<file path="config.mk">
export PLATFORM = sky130hd
export DESIGN_NAME = integer_to_radix_text_core
export DESIGN_NICKNAME = d
export VERILOG_FILES = /design/src/rtl/rit_pkg.sv /design/src/rtl/rit_div_step.sv /design/src/rtl/rit_digit_mem.sv /design/src/rtl/integer_to_radix_text_core.sv
export VERILOG_INCLUDE_DIRS = /design/src /design/src/rtl
export SDC_FILE = /design/constraint.sdc
export NUM_CORES = 1
export LEC_CHECK = 0
export BUFFER_PORTS_ARGS = -buffer_cell sky130_fd_sc_hd__buf_2
export CORE_MARGIN = 5
export CORE_UTILIZATION = 45
export CTS_CLUSTER_SIZE = 28
export DETAILED_ROUTE_END_ITERATION = 6
export SETUP_SLACK_MARGIN = 0.4
export SLEW_MARGIN = 0
export SYNTH_ARGS = -nofsm -noshare
export SYNTH_HDL_FRONTEND = slang
export SYNTH_SLANG_ARGS = --single-unit
</file>
<file path="constraint.sdc">
create_clock -name aclk -period 15.9 [get_ports aclk]
set_clock_uncertainty 0.1 [all_clocks]
set_input_delay 0.795 -clock aclk [delete_from_list [all_inputs] [get_ports aclk]]
set_output_delay 0.795 -clock aclk [all_outputs]
set_load 0.02 [all_outputs]
</file>
<file path="src/rtl/integer_to_radix_text_core_macros.svh">
// Assertion helpers for the radix text converter.
`ifndef INTEGER_TO_RADIX_TEXT_CORE_MACROS_SVH
`define INTEGER_TO_RADIX_TEXT_CORE_MACROS_SVH

// Same-cycle implication, checked outside reset.
`define RIT_ASSERT_NOW(label, pre, post, msg) \
    label: assert property (@(posedge aclk) disable iff (!aresetn) (pre) |-> (post)) \
        else $error(msg);

// Next-cycle implication, checked outside reset.
`define RIT_ASSERT_NEXT(label, pre, post, msg) \
    label: assert property (@(posedge aclk) disable iff (!aresetn) (pre) |=> (post)) \
        else $error(msg);

`endif

</file>
<file path="src/rtl/rit_pkg.sv">
package rit_pkg;

    localparam int VALUE_W     = 64;
    localparam int CHAR_W      = 8;
    localparam int LEN_W       = 7;
    localparam int RADIX_W     = 5;
    localparam int DIGIT_W     = 4;
    localparam int CHUNK_BITS  = 8;
    localparam int CFG_INDEX_W = 3;
    localparam int CFG_DATA_W  = 32;

    localparam int DEF_VALUE_BITS = 64;
    localparam int DEF_MAX_DIGITS = 64;

    localparam logic [RADIX_W-1:0] RADIX_MIN   = 5'd2;
    localparam logic [RADIX_W-1:0] RADIX_MAX   = 5'd16;
    localparam logic [RADIX_W-1:0] RADIX_RESET = 5'd10;

    localparam logic [CFG_DATA_W-1:0] DIGITS_0_3_RESET   = 32'h33323130;
    localparam logic [CFG_DATA_W-1:0] DIGITS_4_7_RESET   = 32'h37363534;
    localparam logic [CFG_DATA_W-1:0] DIGITS_8_11_RESET  = 32'h62613938;
    localparam logic [CFG_DATA_W-1:0] DIGITS_12_15_RESET = 32'h66656463;

    localparam logic [CHAR_W-1:0] ZERO_CHAR = 8'h30;

    localparam logic [CFG_INDEX_W-1:0] CFG_RADIX        = 3'd0;
    localparam logic [CFG_INDEX_W-1:0] CFG_DIGITS_0_3   = 3'd1;
    localparam logic [CFG_INDEX_W-1:0] CFG_DIGITS_4_7   = 3'd2;
    localparam logic [CFG_INDEX_W-1:0] CFG_DIGITS_8_11  = 3'd3;
    localparam logic [CFG_INDEX_W-1:0] CFG_DIGITS_12_15 = 3'd4;

    typedef struct packed {
        logic               opcode;
        logic [VALUE_W-1:0] value;
    } in_t;

    typedef struct packed {
        logic              [CHAR_W-1:0] character;
        logic                           minus_before;
        logic                           is_last;
        logic              [LEN_W-1:0]  total_length;
    } out_t;

    typedef enum logic [2:0] {
        ST_IDLE,
        ST_CHECK,
        ST_DIV,
        ST_READ,
        ST_LOAD,
        ST_ZERO
    } state_t;

    typedef logic [3:0][CFG_DATA_W-1:0] digit_table_t;

    function automatic logic [CHAR_W-1:0] char_of(input digit_table_t tbl,
                                                  input logic [DIGIT_W-1:0] d);
        logic [CFG_DATA_W-1:0] word;
        word = tbl[d[3:2]];
        return word[{d[1:0], 3'b000} +: CHAR_W];
    endfunction

endpackage

</file>
<file path="src/rtl/rit_div_step.sv">
// Divide one byte of the dividend by the radix, carrying the running remainder.
module rit_div_step (
    input  logic [rit_pkg::CHUNK_BITS-1:0] chunk,
    input  logic [rit_pkg::DIGIT_W-1:0]    rem_in,
    input  logic [rit_pkg::RADIX_W-1:0]    radix,
    output logic [rit_pkg::CHUNK_BITS-1:0] quot,
    output logic [rit_pkg::DIGIT_W-1:0]    rem_out
);

    always_comb begin
        logic [rit_pkg::DIGIT_W-1:0] rem;
        logic [rit_pkg::RADIX_W-1:0] trial;
        rem  = rem_in;
        quot = '0;
        for (int i = rit_pkg::CHUNK_BITS - 1; i >= 0; i--) begin
            trial = {rem, chunk[i]};
            if (trial >= radix) begin
                quot[i] = 1'b1;
                rem     = rit_pkg::DIGIT_W'(trial - radix);
            end else begin
                rem = trial[rit_pkg::DIGIT_W-1:0];
            end
        end
        rem_out = rem;
    end

endmodule

</file>
<file path="src/rtl/rit_digit_mem.sv">
// Digit store: one write port, one registered read port.
module rit_digit_mem #(
    parameter int DEPTH = rit_pkg::DEF_MAX_DIGITS,
    parameter int AW    = $clog2(DEPTH)
) (
    input  logic                        aclk,
    input  logic                        wr_en,
    input  logic [AW-1:0]               wr_addr,
    input  logic [rit_pkg::DIGIT_W-1:0] wr_data,
    input  logic                        rd_en,
    input  logic [AW-1:0]               rd_addr,
    output logic [rit_pkg::DIGIT_W-1:0] rd_data
);

    logic [rit_pkg::DIGIT_W-1:0] mem [DEPTH];

    always_ff @(posedge aclk) begin
        if (wr_en) begin
            mem[wr_addr] <= wr_data;
        end
    end

    always_ff @(posedge aclk) begin
        if (rd_en) begin
            rd_data <= mem[rd_addr];
        end
    end

endmodule

</file>
<file path="src/rtl/integer_to_radix_text_core.sv">
// Channel  | Ports                          | Payload
// ---------+--------------------------------+-------------------------------------------
// request  | s_valid, s_ready, s_data       | opcode, value
// result   | m_valid, m_ready, m_data       | character, minus_before, is_last, total_length
// config   | cfg_wr_en, cfg_index, cfg_wdata| radix, digits_0_3 .. digits_12_15
//
// One request of D digits takes D divide passes of C = ceil(VALUE_BITS/8) chunks each:
// the shared divide step takes 8 dividend bits per cycle, and each character needs
// one digit store read.
// aresetn is synchronous, active low; the digit store is not cleared.
// A stalled result holds the sequencer; s_ready rises once the last result is loaded.
`include "integer_to_radix_text_core_macros.svh"

module integer_to_radix_text_core #(
    parameter int VALUE_BITS = rit_pkg::DEF_VALUE_BITS,
    parameter int MAX_DIGITS = rit_pkg::DEF_MAX_DIGITS
) (
    input  logic                                aclk,
    input  logic                                aresetn,
    input  logic                                s_valid,
    output logic                                s_ready,
    input  rit_pkg::in_t                        s_data,
    output logic                                m_valid,
    input  logic                                m_ready,
    output rit_pkg::out_t                       m_data,
    input  logic                                cfg_wr_en,
    input  logic [rit_pkg::CFG_INDEX_W-1:0]     cfg_index,
    input  logic [rit_pkg::CFG_DATA_W-1:0]      cfg_wdata
);

    localparam int CHUNKS = (VALUE_BITS + rit_pkg::CHUNK_BITS - 1) / rit_pkg::CHUNK_BITS;
    localparam int W      = CHUNKS * rit_pkg::CHUNK_BITS;
    localparam int CW     = (CHUNKS > 1) ? $clog2(CHUNKS) : 1;
    localparam int AW     = $clog2(MAX_DIGITS);
    localparam int CNT_W  = $clog2(MAX_DIGITS + 1);

    rit_pkg::state_t state_reg, state_next;

    logic [W-1:0]                    work_reg, work_next;
    logic [rit_pkg::DIGIT_W-1:0]     rem_reg, rem_next;
    logic [CW-1:0]                   chunk_reg, chunk_next;
    logic [CNT_W-1:0]                cnt_reg, cnt_next;
    logic [CNT_W-1:0]                emit_reg, emit_next;
    logic                            neg_reg, neg_next;
    logic                            first_reg, first_next;
    logic                            m_valid_reg, m_valid_next;
    rit_pkg::out_t                   m_data_reg, m_data_next;

    logic [rit_pkg::RADIX_W-1:0]     radix_reg;
    rit_pkg::digit_table_t           digits_reg;
    logic [rit_pkg::RADIX_W-1:0]     radix_eff;

    logic [rit_pkg::CHUNK_BITS-1:0]  quot;
    logic [rit_pkg::DIGIT_W-1:0]     rem_out;

    logic                            wr_en, rd_en;
    logic [AW-1:0]                   rd_addr;
    logic [rit_pkg::DIGIT_W-1:0]     rd_data;
    logic [CNT_W-1:0]                emit_minus;

    logic [VALUE_BITS-1:0]           in_value;
    logic                            in_neg;
    logic                            accept;
    logic                            out_free;

    // configuration registers
    always_ff @(posedge aclk) begin
        if (!aresetn) begin
            radix_reg     <= rit_pkg::RADIX_RESET;
            digits_reg[0] <= rit_pkg::DIGITS_0_3_RESET;
            digits_reg[1] <= rit_pkg::DIGITS_4_7_RESET;
            digits_reg[2] <= rit_pkg::DIGITS_8_11_RESET;
            digits_reg[3] <= rit_pkg::DIGITS_12_15_RESET;
        end else if (cfg_wr_en) begin
            case (cfg_index)
                rit_pkg::CFG_RADIX:        radix_reg     <= cfg_wdata[rit_pkg::RADIX_W-1:0];
                rit_pkg::CFG_DIGITS_0_3:   digits_reg[0] <= cfg_wdata;
                rit_pkg::CFG_DIGITS_4_7:   digits_reg[1] <= cfg_wdata;
                rit_pkg::CFG_DIGITS_8_11:  digits_reg[2] <= cfg_wdata;
                rit_pkg::CFG_DIGITS_12_15: digits_reg[3] <= cfg_wdata;
                default: ;
            endcase
        end
    end

    // saturate the base into 2..16
    always_comb begin
        if (radix_reg < rit_pkg::RADIX_MIN) begin
            radix_eff = rit_pkg::RADIX_MIN;
        end else if (radix_reg > rit_pkg::RADIX_MAX) begin
            radix_eff = rit_pkg::RADIX_MAX;
        end else begin
            radix_eff = radix_reg;
        end
    end

    rit_div_step u_div (
        .chunk   (work_reg[W-1 -: rit_pkg::CHUNK_BITS]),
        .rem_in  (rem_reg),
        .radix   (radix_eff),
        .quot    (quot),
        .rem_out (rem_out)
    );

    rit_digit_mem #(
        .DEPTH (MAX_DIGITS),
        .AW    (AW)
    ) u_mem (
        .aclk    (aclk),
        .wr_en   (wr_en),
        .wr_addr (cnt_reg[AW-1:0]),
        .wr_data (rem_out),
        .rd_en   (rd_en),
        .rd_addr (rd_addr),
        .rd_data (rd_data)
    );

    assign s_ready    = (state_reg == rit_pkg::ST_IDLE);
    assign accept     = s_valid && s_ready;
    assign out_free   = !m_valid_reg || m_ready;
    assign in_value   = s_data.value[VALUE_BITS-1:0];
    assign in_neg     = s_data.opcode && in_value[VALUE_BITS-1];
    assign emit_minus = emit_reg - 1'b1;
    assign rd_addr    = emit_minus[AW-1:0];

    always_comb begin
        state_next   = state_reg;
        work_next    = work_reg;
        rem_next     = rem_reg;
        chunk_next   = chunk_reg;
        cnt_next     = cnt_reg;
        emit_next    = emit_reg;
        neg_next     = neg_reg;
        first_next   = first_reg;
        m_data_next  = m_data_reg;
        m_valid_next = m_valid_reg && !m_ready;
        wr_en        = 1'b0;
        rd_en        = 1'b0;

        case (state_reg)
            rit_pkg::ST_IDLE: begin
                if (accept) begin
                    neg_next   = in_neg;
                    work_next  = in_neg ? W'(VALUE_BITS'(~in_value + 1'b1)) : W'(in_value);
                    cnt_next   = '0;
                    state_next = rit_pkg::ST_CHECK;
                end
            end
            rit_pkg::ST_CHECK: begin
                if (work_reg == '0 || cnt_reg == CNT_W'(MAX_DIGITS)) begin
                    if (cnt_reg == '0) begin
                        state_next = rit_pkg::ST_ZERO;
                    end else begin
                        emit_next  = cnt_reg;
                        first_next = 1'b1;
                        state_next = rit_pkg::ST_READ;
                    end
                end else begin
                    rem_next   = '0;
                    chunk_next = '0;
                    state_next = rit_pkg::ST_DIV;
                end
            end
            rit_pkg::ST_DIV: begin
                // shift quotient bits in as dividend bits leave the top
                work_next = W'({work_reg, quot});
                rem_next  = rem_out;
                if (chunk_reg == CW'(CHUNKS - 1)) begin
                    wr_en      = 1'b1;
                    cnt_next   = cnt_reg + 1'b1;
                    state_next = rit_pkg::ST_CHECK;
                end else begin
                    chunk_next = chunk_reg + 1'b1;
                end
            end
            rit_pkg::ST_READ: begin
                rd_en      = 1'b1;
                state_next = rit_pkg::ST_LOAD;
            end
            rit_pkg::ST_LOAD: begin
                if (out_free) begin
                    m_valid_next             = 1'b1;
                    m_data_next.character    = rit_pkg::char_of(digits_reg, rd_data);
                    m_data_next.minus_before = first_reg && neg_reg;
                    m_data_next.is_last      = (emit_reg == CNT_W'(1));
                    m_data_next.total_length = (emit_reg == CNT_W'(1))
                        ? rit_pkg::LEN_W'(cnt_reg) + rit_pkg::LEN_W'(neg_reg) : '0;
                    first_next = 1'b0;
                    emit_next  = emit_minus;
                    state_next = (emit_reg == CNT_W'(1)) ? rit_pkg::ST_IDLE : rit_pkg::ST_READ;
                end
            end
            rit_pkg::ST_ZERO: begin
                if (out_free) begin
                    m_valid_next             = 1'b1;
                    m_data_next.character    = rit_pkg::ZERO_CHAR;
                    m_data_next.minus_before = 1'b0;
                    m_data_next.is_last      = 1'b1;
                    m_data_next.total_length = rit_pkg::LEN_W'(1);
                    state_next               = rit_pkg::ST_IDLE;
                end
            end
            default: begin
                state_next = rit_pkg::ST_IDLE;
            end
        endcase
    end

    always_ff @(posedge aclk) begin
        if (!aresetn) begin
            state_reg   <= rit_pkg::ST_IDLE;
            m_valid_reg <= 1'b0;
            cnt_reg     <= '0;
            emit_reg    <= '0;
            chunk_reg   <= '0;
            neg_reg     <= 1'b0;
            first_reg   <= 1'b0;
        end else begin
            state_reg   <= state_next;
            m_valid_reg <= m_valid_next;
            cnt_reg     <= cnt_next;
            emit_reg    <= emit_next;
            chunk_reg   <= chunk_next;
            neg_reg     <= neg_next;
            first_reg   <= first_next;
        end
    end

    always_ff @(posedge aclk) begin
        work_reg   <= work_next;
        rem_reg    <= rem_next;
        m_data_reg <= m_data_next;
    end

    assign m_valid = m_valid_reg;
    assign m_data  = m_data_reg;

    `RIT_ASSERT_NEXT(a_accept_starts, accept, state_reg == rit_pkg::ST_CHECK, "request not started")
    `RIT_ASSERT_NOW(a_load_has_digit, state_reg == rit_pkg::ST_LOAD, emit_reg != '0, "emit underflow")
    `RIT_ASSERT_NOW(a_len_only_last, m_valid && !m_data.is_last, m_data.total_length == '0, "early length")
    `RIT_ASSERT_NOW(a_last_has_len, m_valid && m_data.is_last, m_data.total_length != '0, "no length")

endmodule
</file>
# Word-level counts from Yosys, hierarchy flattened
# Memory sizes are Yosys's and may differ from the RTL's. A register that Yosys moved wholly into a read port is not among the register bits.
# Index checks and enable logic that the tools add are counted.
# Widths: inputs -> output; s select.
# word_totals
output_inout_bits	19
inputBits	105
memories	1
wordCells	153
regBits	241
ramBits	256
# classes
bitwise_logic	1
n_shift	1
n_reduce_logical	30
n_mux	58
order_cmp	11
add_sub_neg	13
eq_ne	20
# memory_table
memory	depth	word_bits	read_ports	rd_ports_with_merged_regs	wr	line_no	rtl
u_mem.mem	64	4	1	1	1	rit_digit_mem.sv:15	logic [rit_pkg::DIGIT_W-1:0] mem [DEPTH];
# op_table
cell	n
$mux 64	2
$pmux 64 s2	1
$add 64x1->64 const B	1
$bmux 32 s2	1
$logic_not 64->1	1
$not 64->64	1
$mux 7	6
$ge 5x5->1	8
$mux 4	9
$mux 17	2
$pmux 17 s2	1
$mux 32	1
$shiftx 32x6->8	1
$sub 4x4->4	8
$pmux 7 s2	2
$mux 3	8
$mux 1	18
$pmux 3 s6	1
$reduce_and 2->1	8
$ne 2x2->1 const B	7
$eq 3x2->1 const B	4
$eq 3x3->1 const B	4
$mux 5	2
$reduce_and 3->1	3
23 further kinds	34

# Depth between registers and ports, before layout
# Gate-level depths: netlist of the first run.
# logic_depth
ltp_word	20
mapped_depth	51
mapped_depth_nobuf	49

# Modules after synthesis
# A second synthesis of the first run with hierarchy kept.
# hier_totals
hier_cells	2060
hier_area_um2	24208.2
# modules_own_cells
module	seq_area_each_um2	cells_per_inst	area_per_inst_um2	n_inst
integer_to_radix_text_core	5675.4	1326	12009.0	1
rit_digit_mem	7807.5	521	10447.5	1
rit_div_step	0.0	213	1751.7	1

# Worst setup path after synthesis of the first run
# OpenSTA, ideal clock, no wires.
# synth_path
kind	register to register
startpoint	register radix_reg[2] (netlist name)
endpoint	memory u_mem.mem[0][3] (netlist name), data pin
n_path_buf	2
required_time_ns	15.098
path_slack_ns	1.589
synth_period_minus_slack_ns	14.311
setup_time_ns	0.702
t_arrival_ns	13.509
stages_incl_launch_ff	44
cell_sequence	dfxtp_1 > nor2_1 > o21ai_0 > ha_1 > a211oi_1 > o31ai_1 > a21oi_1 > mux2_2 > ha_1 > a21o_1 > a211oi_1 > mux2i_1 > inv_1 > ha_1 > a21o_1 > a31oi_1 > o21ai_1 > mux2i_1 > [8 not listed] > o21ai_0 > a31o_2 > clkbuf_1 > mux2_2 > ha_1 > a21o_1 > a31oi_1 > mux2i_1 > ha_1 > nor2_1 > o31ai_1 > mux2i_1 > ha_1 > a21o_1 > a21oi_1 > o21ai_0 > clkbuf_1 > o21ai_0
# synth_via
elab_chain_len	19
elab_cells_between_ends	28
cone_classes	8 x add/sub; 10 x order compare; 10 x mux
# synth_lines
item	line_no	rtl
start, declared	integer_to_radix_text_core.sv:49	logic [rit_pkg::RADIX_W-1:0] radix_reg;
start signal, assigned	integer_to_radix_text_core.sv:69	radix_reg <= rit_pkg::RADIX_RESET;
start signal, assigned	integer_to_radix_text_core.sv:76	rit_pkg::CFG_RADIX: radix_reg <= cfg_wdata[rit_pkg::RADIX_W-1:0];
$gt 5x5->1	integer_to_radix_text_core.sv:90	end else if (radix_reg > rit_pkg::RADIX_MAX) begin
$mux 5	integer_to_radix_text_core.sv:90	
$mux 5 *	integer_to_radix_text_core.sv:88	if (radix_reg < rit_pkg::RADIX_MIN) begin
$sub 4x4->4 or $ge 5x5->1 (tied branches)	rit_div_step.sv:19, rit_div_step.sv:17	
$mux 4	rit_div_step.sv:17	if (trial >= radix) begin
$sub 4x4->4 or $ge 5x5->1 (tied branches)	rit_div_step.sv:19, rit_div_step.sv:17	
$mux 4	rit_div_step.sv:17	
$sub 4x4->4 or $ge 5x5->1 (tied branches)	rit_div_step.sv:19, rit_div_step.sv:17	
[4 not listed]	--	
$mux 4	rit_div_step.sv:17	
$sub 4x4->4 or $ge 5x5->1 (tied branches)	rit_div_step.sv:19, rit_div_step.sv:17	
$mux 4	rit_div_step.sv:17	
$sub 4x4->4 or $ge 5x5->1 (tied branches)	rit_div_step.sv:19, rit_div_step.sv:17	
$mux 4	rit_div_step.sv:17	
$sub 4x4->4 or $ge 5x5->1 (tied branches)	rit_div_step.sv:19, rit_div_step.sv:17	
$mux 4 *	rit_div_step.sv:17	
net rem_out (one bit)	integer_to_radix_text_core.sv:54	logic [rit_pkg::DIGIT_W-1:0] rem_out;
end, declared	rit_digit_mem.sv:15	
# Mark *: on every way through the listed nets, which the timed path passes. The rest lies on a longest branch.

# Worst setup path in the final report of the first run
# layout_path
startpoint	register radix_reg[4] (netlist name)
endpoint	memory u_mem.mem[28][0] (netlist name), data pin
# layout_via
elab_chain_len	19
elab_cells_between_ends	28
cone_classes	8 x add/sub; 10 x order compare; 10 x mux
# layout_lines
item	line_no
$gt 5x5->1	integer_to_radix_text_core.sv:90
$mux 5	integer_to_radix_text_core.sv:90
$mux 5 *	integer_to_radix_text_core.sv:88
$sub 4x4->4 or $ge 5x5->1 (tied branches)	rit_div_step.sv:19, rit_div_step.sv:17
$mux 4	rit_div_step.sv:17
$sub 4x4->4 or $ge 5x5->1 (tied branches)	rit_div_step.sv:19, rit_div_step.sv:17
$mux 4	rit_div_step.sv:17
$sub 4x4->4 or $ge 5x5->1 (tied branches)	rit_div_step.sv:19, rit_div_step.sv:17
[4 not listed]	--
$mux 4	rit_div_step.sv:17
$sub 4x4->4 or $ge 5x5->1 (tied branches)	rit_div_step.sv:19, rit_div_step.sv:17
$mux 4	rit_div_step.sv:17
$sub 4x4->4 or $ge 5x5->1 (tied branches)	rit_div_step.sv:19, rit_div_step.sv:17
$mux 4	rit_div_step.sv:17
$ge 5x5->1	rit_div_step.sv:17
$mux 4 *	rit_div_step.sv:17
net rem_out (one bit)	integer_to_radix_text_core.sv:54
# Marks and branches as above.

==> impl_metrics.csv, run 1 <==
group,metric,value,unit
worst_setup_path,r2r_cells,45,
detailed_routing,num_vias,16640,
worst_setup_path,r2r_start,"radix_reg[4]",
cts,cts_made_buffers,53,
die,fp.dieH,241.6,um
cts,ctsHoldBuffers,0,
cts,clock_latency,0.61,ns
cts,clk_pin_slew,0.06,ns
global_route,grt_pass1_vias,16620,
global_route,grt_usage,0.2036,
placement,globalplace.congestion,0.8758,
die,initial_core_util,0.4566,
layout,fin_nets,2287,
yosys,ys_ff_latch,501,
die,die_area,0.05837,mm2
flow_run,maxCapViolCount,0,
global_route,grt_max_degree,97,
worst_setup_path,rrSetupSlack,1.85,ns
timing,hold_viol_final,0,
timing,rsz0062_at_grt,"no",
timing,tns,0,ns
detailed_routing,firstDrtPassIters,7,
status,status,"finished, final reports clean",
detailed_routing,detail_route.wl_per_cell,21.55,um
placement,dp.final_hpwl,40.49,mm
detailed_routing,wl_met1,27.05,mm
die,num_rows,84,
global_route,grt_remaining_overflow,0,
yosys,syn_nets,2203,
layout,drive_gt1_frac,0.1750,
layout,synthToLayoutAreaGrowth,12.36,%
placement,port_buffers,123,
worst_setup_path,rr_endpoint,"u_mem.mem[28][0]",
timing,finalMaxSlewViolations,0,
worst_setup_path,arrival,14.35,ns
cts,max-clock-path-buffers,3,
worst_setup_path,crit_type,"flip-flop to flip-flop",
worst_setup_path,critPathCapture,"u_mem.mem[28][0]",
cts,cts.htree.levels,2,
die,core,0.05287,mm2
detailed_routing,ant_nets,0,
timing,worst_pin_slew,1.246,ns
detailed_routing,via_per_inst,5.827,
cts,cts_tree,"done",
worst_setup_path,crit_path_max_incr_delay,0.75,ns
yosys,ys_types,59,
worst_setup_path,cp_max_fo,28,
timing,setup_viol,0,
detailed_routing,route.met2.wl,29.39,mm
yosys,syn_avg_cell_area,11.83,um2
die,ios,124,
timing,min_period,14.05,ns
timing,relSlewSlack,0.1694,
layout,mostFrequentLayoutCell,"nand2_1",
worst_hold_path,hold_class,"primary input to flip-flop",
global_route,grt_pass1_wl,95.44,mm
layout,largest_reg_flops,256,
detailed_routing,drt_iter0_markers,1309,
yosys,synth-edff-count,345,
cts,cts_root_buf,"clkbuf_16",
detailed_routing,route.met3.wl,3.841,mm
yosys,netlist_instances,2041,
timing,period_share,0.8836,
yosys,ys_warn_count,0,
yosys,async_flop_share,0,
timing,max_freq,71.18,MHz
worst_setup_path,critPathLaunchType,"flip-flop",
detailed_routing,remaining_drc_errors,0,
yosys,synth_seq_area_share,0.5586,
worst_setup_path,cp-startpoint,"radix_reg[4]",
layout,final_cell_mix,"372 x nand2_1, 345 x edfxtp_1, 155 x dfxtp_1",
detailed_routing,drt-total-wl,61.53,mm
global_route,antenna_found_initial,2,
worst_setup_path,cp_slowest_cell,"a211oi_1",
detailed_routing,top_layer,"met5",
worst_setup_path,cp_data_required_time,16.20,ns
worst_setup_path,crit_path_frequent_cell,"ha_1",
worst_setup_path,endpoint_kind,"flip-flop",
cts,clock_sinks,501,
yosys,synth-main-ff-cell,"edfxtp_1",
yosys,syn_area,0.02414,mm2
die,die_w,241.6,um
-- final cells by class --
type | count | area [um2]
fill | 4611 | 25740
sequential | 501 | 13490
multi-input combinational | 1381 | 10130
clock buffer | 78 | 1554
tap | 688 | 860.8
timing repair buffer | 139 | 738.2
inverter | 49 | 183.9
clock inverter | 18 | 162.7
antenna | 2 | 5.005
-- kinds of logic (layout without fill, tap and decap cells) --
kind of cell,Yosys count,in the layout,share of synthesized area
AOI/OAI and AO/OA,311,312,0.08527
xor gates and xnor gates,90,90,0.03266
adders and majority gates,57,57,0.03203
buffers and inverters,160,284,0.02519
DFF,501,501,0.5586
muxes,144,144,0.1224
other,0,2,0
and+or+nand+nor,778,778,0.1439
-- per-stage QoR --
step	setup WS, ns	util	std cells	cell area, um2	hold WS, ns
floorplan	1.589	-	2041	24140	0.3353
global placement	2.118	0.4801	2757	25380	0.3449
detailed placement	1.556	0.4801	2757	25380	0.3491
CTS	1.511	0.5126	2853	27100	0.3184
global route	0.6760	0.5129	2854	27120	0.3202
finish	1.851	0.5130	2856	27120	0.3390
-- synthesized netlist by cell type, drive strengths merged, types with 3 or more instances --
library cell  count  area share
a41oi            11      0.0040
nand2b           11      0.0029
ha               49       0.025
o21a              6      0.0019
or4               5      0.0016
xnor2            63       0.023
nor2b            18      0.0047
nand3b            5      0.0016
o31ai            10      0.0031
nand4            13      0.0036
nand3            82       0.017
o21ai            67       0.014
a21oi            55       0.011
a31o              3      0.0011
o2111ai           5      0.0018
clkbuf           88       0.014
or2               8      0.0021
mux2              9      0.0042
a31oi            25      0.0065
buf              23      0.0039
mux4            120        0.11
or3               9      0.0027
mux2i            15      0.0062
xor2             27      0.0098
nor3             28      0.0058
o41ai             4      0.0021
and3              8      0.0021
and4              5      0.0018
inv              49      0.0076
nand2           375       0.058
o211ai            3     0.00093
nor2            155       0.024
edfxtp          345        0.43
nor4             30      0.0084
a211oi            9      0.0028
a21o             17      0.0053
a21boi           77       0.024
nor3b             5      0.0016
fa                8      0.0066
a22oi             8      0.0025
and2             18      0.0047
dfxtp           156        0.13
-- timing repair --
| action | 4_1_cts | 5_1_grt |
|---|---|---|
| buffers inserted | 0 | 0 |
| resized for setup | 0 | 2 |
| setup endpoints to repair | 0 | 155 |
-- worst min-delay path by stage --
stage,cells past startpoint,start,end
final,3,cfg_wdata[22],digits_reg[118]
after global routing,3,cfg_wdata[14],digits_reg[110]
after floorplan,2,digits_reg[101],digits_reg[101]
after detailed placement,2,digits_reg[118],digits_reg[118]
after CTS,3,cfg_wdata[12],digits_reg[12]
after global placement,2,digits_reg[24],digits_reg[24]
-- critical path, delay by kind of cell (launching register included) --
| family | cells | cell delay [ns] |
|---|---|---|
| buffers and inverters | 5 | 1.05 |
| DFF | 1 | 0.31 |
| AOI/OAI and AO/OA | 21 | 6.94 |
| muxes | 4 | 1.70 |
| adders and majority gates | 8 | 2.40 |
| and+or+nand+nor | 7 | 1.30 |
-- per-layer routing --
layer / vias up / GRT usage
met3: 97 / 0.03608
met1: 8341 / 0.2876
met4: 2 / 0.04498
met5: - / 0
met2: 518 / 0.3341
li1: 7683 / -
Power of run 1 is not shown: default switching activity piles up to over one toggle a cycle in this logic, so the estimate is an artifact.
==> inputs of run 2 (changes only) <==
- BUFFER_PORTS_ARGS: -buffer_cell sky130_fd_sc_hd__buf_2 -> -buffer_cell sky130_fd_sc_hd__buf_4
==> impl_metrics.csv, run 2 (same netlist as run 1, synthesis figures left out) <==
group,metric,value,unit
timing,worst_pin_slew,1.062,ns
layout,synthToLayoutAreaGrowth,13.77,%
worst_setup_path,crit_path_frequent_cell,"ha_1",
cts,clock_sinks,501,
detailed_routing,firstDrtPassIters,6,
global_route,grt_pass1_vias,16730,
layout,n_fill_cell,4612,
die,fp.dieH,241.6,um
cts,cts_tree,"done",
detailed_routing,drt_iter0_markers,1439,
cts,cts_root_buf,"clkbuf_16",
placement,port_buffers,123,
die,num_rows,84,
detailed_routing,num_vias,16670,
worst_hold_path,hold_class,"primary input to flip-flop",
worst_setup_path,arrival,14.45,ns
global_route,grt_max_degree,106,
layout,fin_nets,2293,
layout,largest_reg_flops,256,
detailed_routing,ant_nets,0,
cts,post_cts_buffers,0,
timing,period_share,0.8952,
global_route,grt_usage,0.2081,
global_route,grt_remaining_overflow,0,
timing,finalMaxSlewViolations,0,
die,initial_core_util,0.4566,
status,status,"finished, final reports clean",
detailed_routing,via_per_inst,5.818,
die,die_w,241.6,um
flow_run,maxCapViolCount,0,
detailed_routing,drt-total-wl,62.27,mm
detailed_routing,detail_route.wl_per_cell,21.74,um
timing,hold_viol_final,0,
placement,globalplace.congestion,0.8624,
worst_setup_path,cp_slowest_cell,"o21ai_1",
placement,postPlaceCellArea,0.02572,mm2
cts,clk_pin_slew,0.06,ns
layout,final_area,0.02746,mm2
timing,fin_ws,1.667,ns
placement,place_ws,1.550,ns
layout,drive_gt1_frac,0.1766,
die,ios,124,
layout,final_cell_mix,"372 x nand2_1, 345 x edfxtp_1, 155 x dfxtp_1",
timing,setup_viol,0,
placement,dp.final_hpwl,41.01,mm
timing,min_period,14.23,ns
worst_setup_path,crit_type,"flip-flop to flip-flop",
worst_setup_path,critPathLaunchType,"flip-flop",
timing,tns,0,ns
cts,ctsHoldBuffers,0,
die,core,0.05287,mm2
cts,cts_made_buffers,55,
worst_setup_path,endpoint_kind,"flip-flop",
cts,clock_latency,0.61,ns
timing,max_freq,70.26,MHz
timing,relSlewSlack,0.2829,
cts,max-clock-path-buffers,3,
global_route,grt_pass1_wl,97.03,mm
timing,rsz0062_at_grt,"yes",
detailed_routing,remaining_drc_errors,0,
layout,mostFrequentLayoutCell,"nand2_1",
timing,whs,0.3312,ns
cts,cts.htree.levels,2,
die,die_area,0.05837,mm2
worst_setup_path,cp_max_fo,64,
worst_setup_path,crit_path_max_incr_delay,0.77,ns
global_route,antenna_found_initial,2,
worst_setup_path,cp_data_required_time,16.11,ns
[run 2: area by class of cell]
cell class                      count  area (um2)  share of cell area
Inverter                           49       183.9            0.006698
Timing Repair Buffer              144        1081             0.03937
Multi-Input combinational cell   1380       10120              0.3684
Sequential cell                   501       13490              0.4911
Antenna cell                        2       5.005           0.0001822
Tap cell                          688       860.8             0.03135
Clock inverter                     26       175.2            0.006379
Clock buffer                       75        1553             0.05654
[run 2: repair_timing]
| item | in CTS | in global routing |
|---|---|---|
| setup endpoints to repair | 0 | 65 |
| resized for setup | 0 | 1 |
| endpoints found under the hold margin | 0 | 0 |
[run 2: path summary, 6_finish.rpt]
kind	start	endpoint	slack, ns	depth (start not counted)
worst min-delay path	cfg_wdata[12]	digits_reg[12]	0.33	3
worst min register to register	digits_reg[59]	digits_reg[59]	0.36	2
worst max register to register	radix_reg[4]	u_mem.mem[41][0]	1.67	46
worst max-delay path	radix_reg[4]	u_mem.mem[41][0]	1.67	46
[run 2: critical path, delay by kind of cell, from the launching register on]
family	cells	cell delay, ns
AO/OA/AOI/OAI	22	7.02
adder cells (fa/ha/maj)	8	2.47
buffers and inverters	5	1.17
flip-flops	1	0.31
multiplexers	4	1.56
AND/OR/NAND/NOR	7	1.20
[run 2: routing by layer]
layer  vias up  track usage  part of all wire  routed length (um)
li1       7715            -                 -                   -
met1      8307       0.2859              0.43               26720
met2       545       0.3385              0.48               29720
met3       101      0.04645             0.070                4343
met4         2      0.05606             0.024                1477
met5         -            0           0.00018                  11
[run 2: stage by stage]
step           cells  utilization
5_1_grt         2863       0.5194
6_report        2865       0.5195
3_5_place_dp    2762       0.4866
2_1_floorplan   2041            -
4_1_cts         2863       0.5193
3_3_place_gp    2762       0.4866
Power of run 2 is left out for the same reason.
